## config.mk

```make
export PLATFORM = sky130hd
export DESIGN_NAME = ffla_cell
export DESIGN_NICKNAME = d
export VERILOG_FILES = /design/src/sv/ffla_pkg.sv /design/src/sv/ffla_ram.sv /design/src/sv/ffla_cell.sv
export VERILOG_INCLUDE_DIRS = /design/src /design/src/sv
export SDC_FILE = /design/constraint.sdc
export NUM_CORES = 1
export LEC_CHECK = 0
export ABC_CLOCK_PERIOD_IN_PS = 4900
export BUFFER_PORTS_ARGS = -buffer_cell sky130_fd_sc_hd__buf_4
export CAP_MARGIN = 30
export CORE_MARGIN = 2
export CORE_UTILIZATION = 30
export CTS_CLUSTER_DIAMETER = 60
export DETAILED_ROUTE_END_ITERATION = 8
export HOLD_SLACK_MARGIN = 0.1
export SETUP_SLACK_MARGIN = 0.02
export SLEW_MARGIN = 10
export SYNTH_ARGS = -nofsm -noshare
export SYNTH_HDL_FRONTEND = slang
export SYNTH_SLANG_ARGS = --single-unit
```

## constraint.sdc

```tcl
create_clock -name clk -period 4.9 [get_ports clk]
set_clock_uncertainty 0.15 [all_clocks]
set_input_delay 0.98 -clock clk [delete_from_list [all_inputs] [get_ports clk]]
set_output_delay 0.98 -clock clk [all_outputs]
set_load 0.01 [all_outputs]
```

## src/sv/assert_macros.svh

```systemverilog
// Assertion helper macros shared by the lane assignment RTL.
// Needs clk and rst_n (synchronous, active low) visible at the point of use.
`ifndef ASSERT_MACROS_SVH
`define ASSERT_MACROS_SVH

// Expression holds at every clock edge out of reset.
`define ASSERT_ALWAYS(lbl, expr, msg) \
  lbl: assert property (@(posedge clk) disable iff (!rst_n) (expr)) else $error(msg);

// Antecedent implies consequent in the same cycle.
`define ASSERT_IMPL(lbl, ante, cons, msg) \
  lbl: assert property (@(posedge clk) disable iff (!rst_n) (ante) |-> (cons)) else $error(msg);

// Antecedent implies consequent in the next cycle.
`define ASSERT_NEXT(lbl, ante, cons, msg) \
  lbl: assert property (@(posedge clk) disable iff (!rst_n) (ante) |=> (cons)) else $error(msg);

`endif

```

## src/sv/ffla_pkg.sv

```systemverilog
// Shared types, constants and the overlap test for the lane assignment block.
// No dependencies.
package ffla_pkg;

  localparam int POS_W = 16;              // interval start / width
  localparam int SPC_W = 8;               // lane spacing register
  localparam int IDX_W = 4;               // lane index result field
  localparam int TOP_W = 12;              // top position result field
  localparam logic [SPC_W-1:0] LANE_SPACING_RST = 8'd30;

  // Broadcast from the controller to every lane cell.
  typedef struct packed {
    logic clr;      // new request: drop conflict flag
    logic rd_en;    // scan read of one slot
  } scan_ctl_t;

  // What a lane cell reports when it takes the request.
  typedef struct packed {
    logic hit;
    logic opened;
  } cell_res_t;

  // Stored [a, a+w) against new [s, s+n), sums at 17 bits.
  function automatic logic overlaps(input logic [POS_W-1:0] a, input logic [POS_W-1:0] w,
                                    input logic [POS_W:0] s, input logic [POS_W:0] se);
    logic [POS_W:0] ae;
    logic [POS_W:0] az;
    az = {1'b0, a};
    ae = az + {1'b0, w};
    return ((az <= s) && (s < ae)) || ((az < se) && (se <= ae)) ||
           ((s <= az) && (ae <= se));
  endfunction

endpackage

```

## src/sv/ffla_ram.sv

```systemverilog
// Generic single write port, single read port RAM with registered read data.
// No dependencies.
module ffla_ram #(
  parameter int WIDTH = 32,
  parameter int DEPTH = 16,
  localparam int AW = (DEPTH > 1) ? $clog2(DEPTH) : 1
) (
  input  logic             clk,
  input  logic             we,
  input  logic [AW-1:0]    waddr,
  input  logic [WIDTH-1:0] wdata,
  input  logic             re,
  input  logic [AW-1:0]    raddr,
  output logic [WIDTH-1:0] rdata
);

  logic [WIDTH-1:0] mem_r [DEPTH];
  logic [WIDTH-1:0] rdata_r;

  always_ff @(posedge clk) begin
    if (we) begin
      mem_r[waddr] <= wdata;
    end
    if (re) begin
      rdata_r <= mem_r[raddr];
    end
  end

  assign rdata = rdata_r;

endmodule

```

## src/sv/ffla_cell.sv

```systemverilog
// One lane: its stored intervals, fill count, open flag and scan result.
// Depends on ffla_pkg, ffla_ram and assert_macros.svh.
module ffla_cell #(
  parameter int SLOTS = 16,
  localparam int SAW = (SLOTS > 1) ? $clog2(SLOTS) : 1
) (
  input  logic                     clk,
  input  logic                     rst_n,
  input  ffla_pkg::scan_ctl_t      ctl,
  input  logic [SAW-1:0]           rd_addr,
  input  logic [ffla_pkg::POS_W-1:0] req_start,
  input  logic [ffla_pkg::POS_W-1:0] req_width,
  input  logic [ffla_pkg::POS_W:0]   req_end,
  input  logic                     tok_in,
  output logic                     tok_out,
  output ffla_pkg::cell_res_t      res
);
  import ffla_pkg::*;
  `include "assert_macros.svh"

  localparam int FW  = $clog2(SLOTS + 1);

  logic [FW-1:0]      fill_r;
  logic               open_r;
  logic               conflict_r;
  logic               tok_out_r;
  logic               rd_vld_r;
  logic [SAW-1:0]     rd_k_r;
  logic [2*POS_W-1:0] rd_data;
  logic               full;
  logic               takes;
  logic               hit;
  logic               clash;

  ffla_ram #(.WIDTH(2*POS_W), .DEPTH(SLOTS)) u_ram (
    .clk   (clk),
    .we    (hit),
    .waddr (fill_r[SAW-1:0]),
    .wdata ({req_start, req_width}),
    .re    (ctl.rd_en),
    .raddr (rd_addr),
    .rdata (rd_data)
  );

  // only slots below the fill count hold intervals
  assign clash = rd_vld_r && (FW'(rd_k_r) < fill_r) &&
                 overlaps(rd_data[2*POS_W-1:POS_W], rd_data[POS_W-1:0],
                          {1'b0, req_start}, req_end);

  assign full  = (fill_r == FW'(SLOTS));
  assign takes = !open_r || (!full && !conflict_r);
  assign hit   = tok_in && takes;

  always_ff @(posedge clk) begin
    if (!rst_n) begin
      fill_r     <= '0;
      open_r     <= 1'b0;
      conflict_r <= 1'b0;
      tok_out_r  <= 1'b0;
      rd_vld_r   <= 1'b0;
    end else begin
      rd_vld_r  <= ctl.rd_en;
      tok_out_r <= tok_in && !takes;
      if (ctl.clr) begin
        conflict_r <= 1'b0;
      end else if (clash) begin
        conflict_r <= 1'b1;
      end
      if (hit) begin
        open_r <= 1'b1;
        fill_r <= fill_r + 1'b1;
      end
    end
  end

  always_ff @(posedge clk) begin
    if (ctl.rd_en) begin
      rd_k_r <= rd_addr;
    end
  end

  assign tok_out = tok_out_r;
  assign res     = '{hit: hit, opened: !open_r};

  `ASSERT_ALWAYS(a_fill_bound, fill_r <= FW'(SLOTS), "lane fill count above slot count")
  `ASSERT_IMPL(a_closed_empty, !open_r, fill_r == '0, "unopened lane holds intervals")
  `ASSERT_NEXT(a_hit_fill, hit, fill_r == $past(fill_r) + 1'b1, "fill not bumped on take")

endmodule

```

# Word-level counts from Yosys, hierarchy flattened
# Memory sizes are Yosys's and may differ from the RTL's. A register that Yosys moved wholly into a read port is not among the register bits.
# Cells that the tools add are included.
# totals
register_bits	13
ram_bits	512
inputBits	58
output_inout_bits	3
elab_cells	36
memories	1
# op_classes
add_sub_neg	2
order_cmp	7
n_eq_ne	1
mux	2
n_bitwise	1
reduce_logical	16
# mem_list
name	depth	word_bits	read_ports	rd_ports_with_merged_regs	wr	line	text
u_ram.mem_r	16	32	1	1	1	ffla_ram.sv:17	logic [WIDTH-1:0] mem_r [DEPTH];
# op_table
op	n
<= comparator 17 bit	2
< comparator 16 x 17 -> 1 bit	2
<= comparator 16 bit	2
adder 16 x 16 -> 17 bit	1
logical AND 1 bit	8
adder 5 x 1 -> 5 bit (second input constant)	1
== test 5 bit (second input constant)	1
< comparator 4 x 5 -> 1 bit	1
zero test 1 bit	4
logical OR 1 bit	3
2-to-1 mux 1 bit	2
OR reduction 2 bit	1
inverter 1 bit	1

# Longest topological paths before layout
# logic_depth
ltp_word	7
depth_mapped	17
ltp_nobuf	17

# Modules after synthesis
# Synthesis repeated with hierarchy kept, for this count alone.
# unflattened
hier_cells	1184
area_unflattened_um2	23044.6
# by_module_without_submodules
module	n_inst	cells_each	area_per_inst_um2	seq_area_each_um2
ffla_ram	1	838	20174.3	16335.7
ffla_cell	1	346	2870.3	300.3

# Worst setup path after synthesis
# Ideal clock, no wire load.
# synth_timing
path_kind	input to register
startpoint	input port tok_in
endpoint	memory u_ram.mem_r[3][0], enable pin
setup_time_ns	0.461
arrival_time_ns	3.618
required_time_ns	4.289
slack_ns	0.670
cell_stages	4
n_path_buf	1
path_cell_list	and2_1 buf_2 nand2_1 nor3_1
# synth_between
elab_chain_cells	3
# synth_rtl
element	line	text
from (decl)	ffla_cell.sv:14	input logic tok_in,
logical AND 1 bit	ffla_cell.sv:52	assign hit = tok_in && takes;
via hit	ffla_cell.sv:32	logic hit;
2-to-1 mux 1 bit	ffla_ram.sv:21	if (we) begin
2-to-1 mux 1 bit (not written as such)	ffla_ram.sv:22	mem_r[waddr] <= wdata;
to (decl)	ffla_ram.sv:17	
# The timed path passes the listed nets, and every way through them passes these cells.

# Final worst setup path
# layout_timing
startpoint	register u_ram.rdata_r[16], in the netlist u_ram.rdata[16] (read register of u_ram.mem_r)
endpoint	register conflict_r
# layout_between
elab_chain_cells	6
word_cells_on_any_way	13
cone_classes	add/sub: 1; order compare: 6; reduce/logical: 6
# layout_rtl
element	line	text
from (decl)	ffla_ram.sv:18	logic [WIDTH-1:0] rdata_r;
adder 16 x 16 -> 17 bit	ffla_pkg.sv:29	ae = az + {1'b0, w};
< comparator 16 x 17 -> 1 bit or <= comparator 17 bit (tied branches)	ffla_pkg.sv:30	return ((az <= s) && (s < ae)) || ((az < se) && (se <= ae)) ||
logical AND 1 bit	ffla_pkg.sv:30	
logical OR 1 bit	ffla_pkg.sv:30	
logical OR 1 bit *	ffla_pkg.sv:30	
logical AND 1 bit *	ffla_cell.sv:46	assign clash = rd_vld_r && (FW'(rd_k_r) < fill_r) &&
to (signal assigned)	ffla_cell.sv:58	conflict_r <= 1'b0;
to (signal assigned)	ffla_cell.sv:65	conflict_r <= 1'b0;
to (signal assigned)	ffla_cell.sv:67	conflict_r <= 1'b1;
to (decl)	ffla_cell.sv:25	logic conflict_r;
# Mark *: on every way between the ends. The rest lies on a longest branch, timed or not.
# A chain may end at the register's enable or synchronous reset.

==> run metrics <==
status=finished clean; count leader, synth=edfxtp_1; crit end category=flop; setup violators final=0; setup TNS=0 ns; Post-CTS Setup Bufs=0; GR met3 Demand/Resource=0.0270; first-pass GRT wire length=roughly 78000 um; Layout Cells excl Fill=roughly 2300; minimum clock period after layout=between 4 and 5 ns; GPL Wtd Cong=around 0.83; Gate Count Post-Synth=1114; critical path class=flop to flop; DRC viols=0; power density cells=just over 400 mW/mm^2; die area=0.0790 mm^2; Syn Nets=1259; Area Growth Syn to Fin=17.2%; post-synth design cell area=about 0.023 mm^2; Final ANT Viol Nets=0; Int Pwr=around 8.5 mW; fin nets=1365; Yosys warning count=0; clock sink count=557; FMAX=around 230 MHz; dpl cells=about 2200; Post-CTS Hold Buffers=0; Peak VDD IR=around 0.26 mV; # rows=101; DRT Wirelength=52900 um; largest net degree at the start of global routing=54; Max-slew headroom=0.407; Design Area, Final=between 0.02 and 0.03 mm^2; Worst EP required=approximately 5.3 ns; die height=roughly 280 um; max-cap violation count=0; syn avg cell area=20.7 um^2; CTS tree=done; port bufs=60; All-Layer GR Usage=0.135; leak pwr=~9 nW; area leader, netlist=edfxtp_1; Inserted Clock Buffers=58; top post-synthesis cells by count=548 x edfxtp_1, 160 x mux4_2, 86 x ha_1; CTS root buf=clkbuf_16; worst min path class=flop to flop; unrepaired setup endpoints after global routing=false; Yosys cell types=between 50 and 60; register share of total power=0.494; crit share post-route=0.904; Hold Vio Cnt, Final=0; DR pass1 iterations=7; Final HPWL DP=a little over 30000 um; ys async rst share=0; initial drt markers=978; CP startpoint=u_ram.rdata[16]$_DFFE_PP_; core footprint=roughly 0.076 mm^2; CP max FO=3; Post-synth EDFFs=548; vias in the first global route=around 12000; CTS max path bufs=3; routed vias=roughly 11000; CTS H-tree depth=2; Initial Utilization=0.303; grt total ovfl=0; met2 usage=0.221; Tot Pwr=about 11 mW; GR Layer Usage met1=0.184; vias per cell=around 4.9; fin. max-slew vios=0; I/O pins=61; FF-to-FF Start=u_ram.rdata[16]$_DFFE_PP_; Hold Startpoint=open_r$_SDFFE_PN0P_; sw frac=0.215; fill cell count=~7000; placed standard-cell area=0.0250 mm^2; Core Util, Final=0.355; register area share after synthesis=0.722; Synth top area share=0.715; Synth Register Bits=between 500 and 600; # resized after CTS=0; crit start category=flop; layout cells sized above 1=0.277; initial antenna violation count=9; post-DR wirelength/cell=around 23 um; ys flop type=edfxtp_1; Die Wd=about 280 um; Clk pwr share=0.419; Worst Tran Pin Value=between 0.8 and 0.9 ns; Logic pwr share=0.088; clk slew on worst S/H paths=0.06 ns; Worst Path Arrival=about 4.8 ns; worst skew pair latency=0.60 ns; synth top area cells=edfxtp_1 71%, mux4_2 16%, ha_1 4.7%; switching power total=2.33 mW; busiest grt layer=met2
==> power by group through the flow <==
stage / clock network [mW] / logic, mW / registers, mW
floorplan: 0 / 0.618 / 5.45
CTS: 4.65 / 0.968 / 5.36
finish: 4.55 / 0.951 / 5.36
global route: 4.84 / 1.06 / 5.36
global placement: 0 / 0.950 / 5.45
detailed placement: 0 / 0.962 / 5.46
==> through the flow <==
step / setup WS, ns / hold WS (ns)
after detailed placement: 0.489 / 0.341
after global placement: 0.573 / 0.329
after CTS: 0.449 / 0.356
final: 0.468 / 0.347
after floorplan: 0.670 / 0.306
after global routing: 0.253 / 0.378
==> registers in the layout, summed over array words and instances (netlist names) <==
name and cells:
conflict_r 1, fill_r 5, open_r 1, rd_k_r 4
rd_vld_r 1, tok_out 1, u_ram.mem_r 512, u_ram.rdata 32
==> per-layer routing <==
| metal | routed length [um] | vias up |
|---|---|---|
| met3 | 3510 | 69 |
| met1 | 22800 | 5911 |
| met5 | 35 | - |
| met2 | 25700 | 319 |
| met4 | 891 | 6 |
| li1 | - | 4846 |
==> worst paths after layout <==
path,endpoint,slack [ns],cells after the start
worst max-delay path,conflict_r$_SDFFE_PP0P_,0.47,17
worst min-delay path,open_r$_SDFFE_PN0P_,0.35,1
worst max register to register,conflict_r$_SDFFE_PP0P_,0.47,17
worst min register to register,open_r$_SDFFE_PN0P_,0.35,1
==> layout make-up <==
| cell class | count | area [um^2] | share of cell area |
|---|---|---|---|
| well taps | 1030 | 1290 | 0.0478 |
| clock buffers | 73 | 1570 | 0.0582 |
| flip-flops and latches | 557 | 16600 | 0.616 |
| repair buffers | 85 | 719 | 0.0267 |
| clock inverters | 34 | 430 | 0.0160 |
| diodes | 2 | 5.00 | 0.000185 |
| multi-input cells | 463 | 6130 | 0.227 |
| inverters | 55 | 206 | 0.00765 |
==> kinds of logic after synthesis <==
family	Yosys count	share of synthesized area
DFF	557	0.722
AOI/OAI and AO/OA	95	0.0275
buffers and inverters	94	0.0164
adders and majority gates	87	0.0476
muxes	160	0.156
xor gates and xnor gates	19	0.00723
and+or+nand+nor	102	0.0225
==> critical path, cell delays in order, from the launching register on <==
cell and delay, ns:
edfxtp_1 0.42, ha_1 0.25, fa_1 0.42, a21o_1 0.20
a221o_1 0.33, or2_2 0.30, a21o_1 0.19, a21o_1 0.18
xor2_1 0.18, inv_1 0.07, ha_1 0.30, and4_1 0.23
a221oi_1 0.22, o21ai_0 0.12, a31oi_1 0.22, o211a_1 0.21
a2111oi_2 0.05, o32ai_1 0.29
==> cells in the final DEF (no fill, tap or decap), types with 3 or more instances in the layout <==
cell type and count:
a21o_1 10, a21oi_1 26, and2_1 6, and3_1 5
buf_12 6, buf_4 78, bufinv_16 10, clkbuf_1 12
clkbuf_16 61, clkinv_1 11, clkinv_2 8, dfxtp_1 9
edfxtp_1 548, ha_1 86, inv_1 55, mux4_2 160
nand2_1 22, nand2b_1 6, nand3_1 4, nand4_1 8
nor2_1 13, nor2_4 12, nor2b_1 6, nor3_1 4
nor3_2 4, o211ai_1 4, o21a_1 3, o21ai_0 24
o21bai_1 6, or3_1 3, xnor2_1 12, xor2_1 7
(Power assumes the default switching activity.)
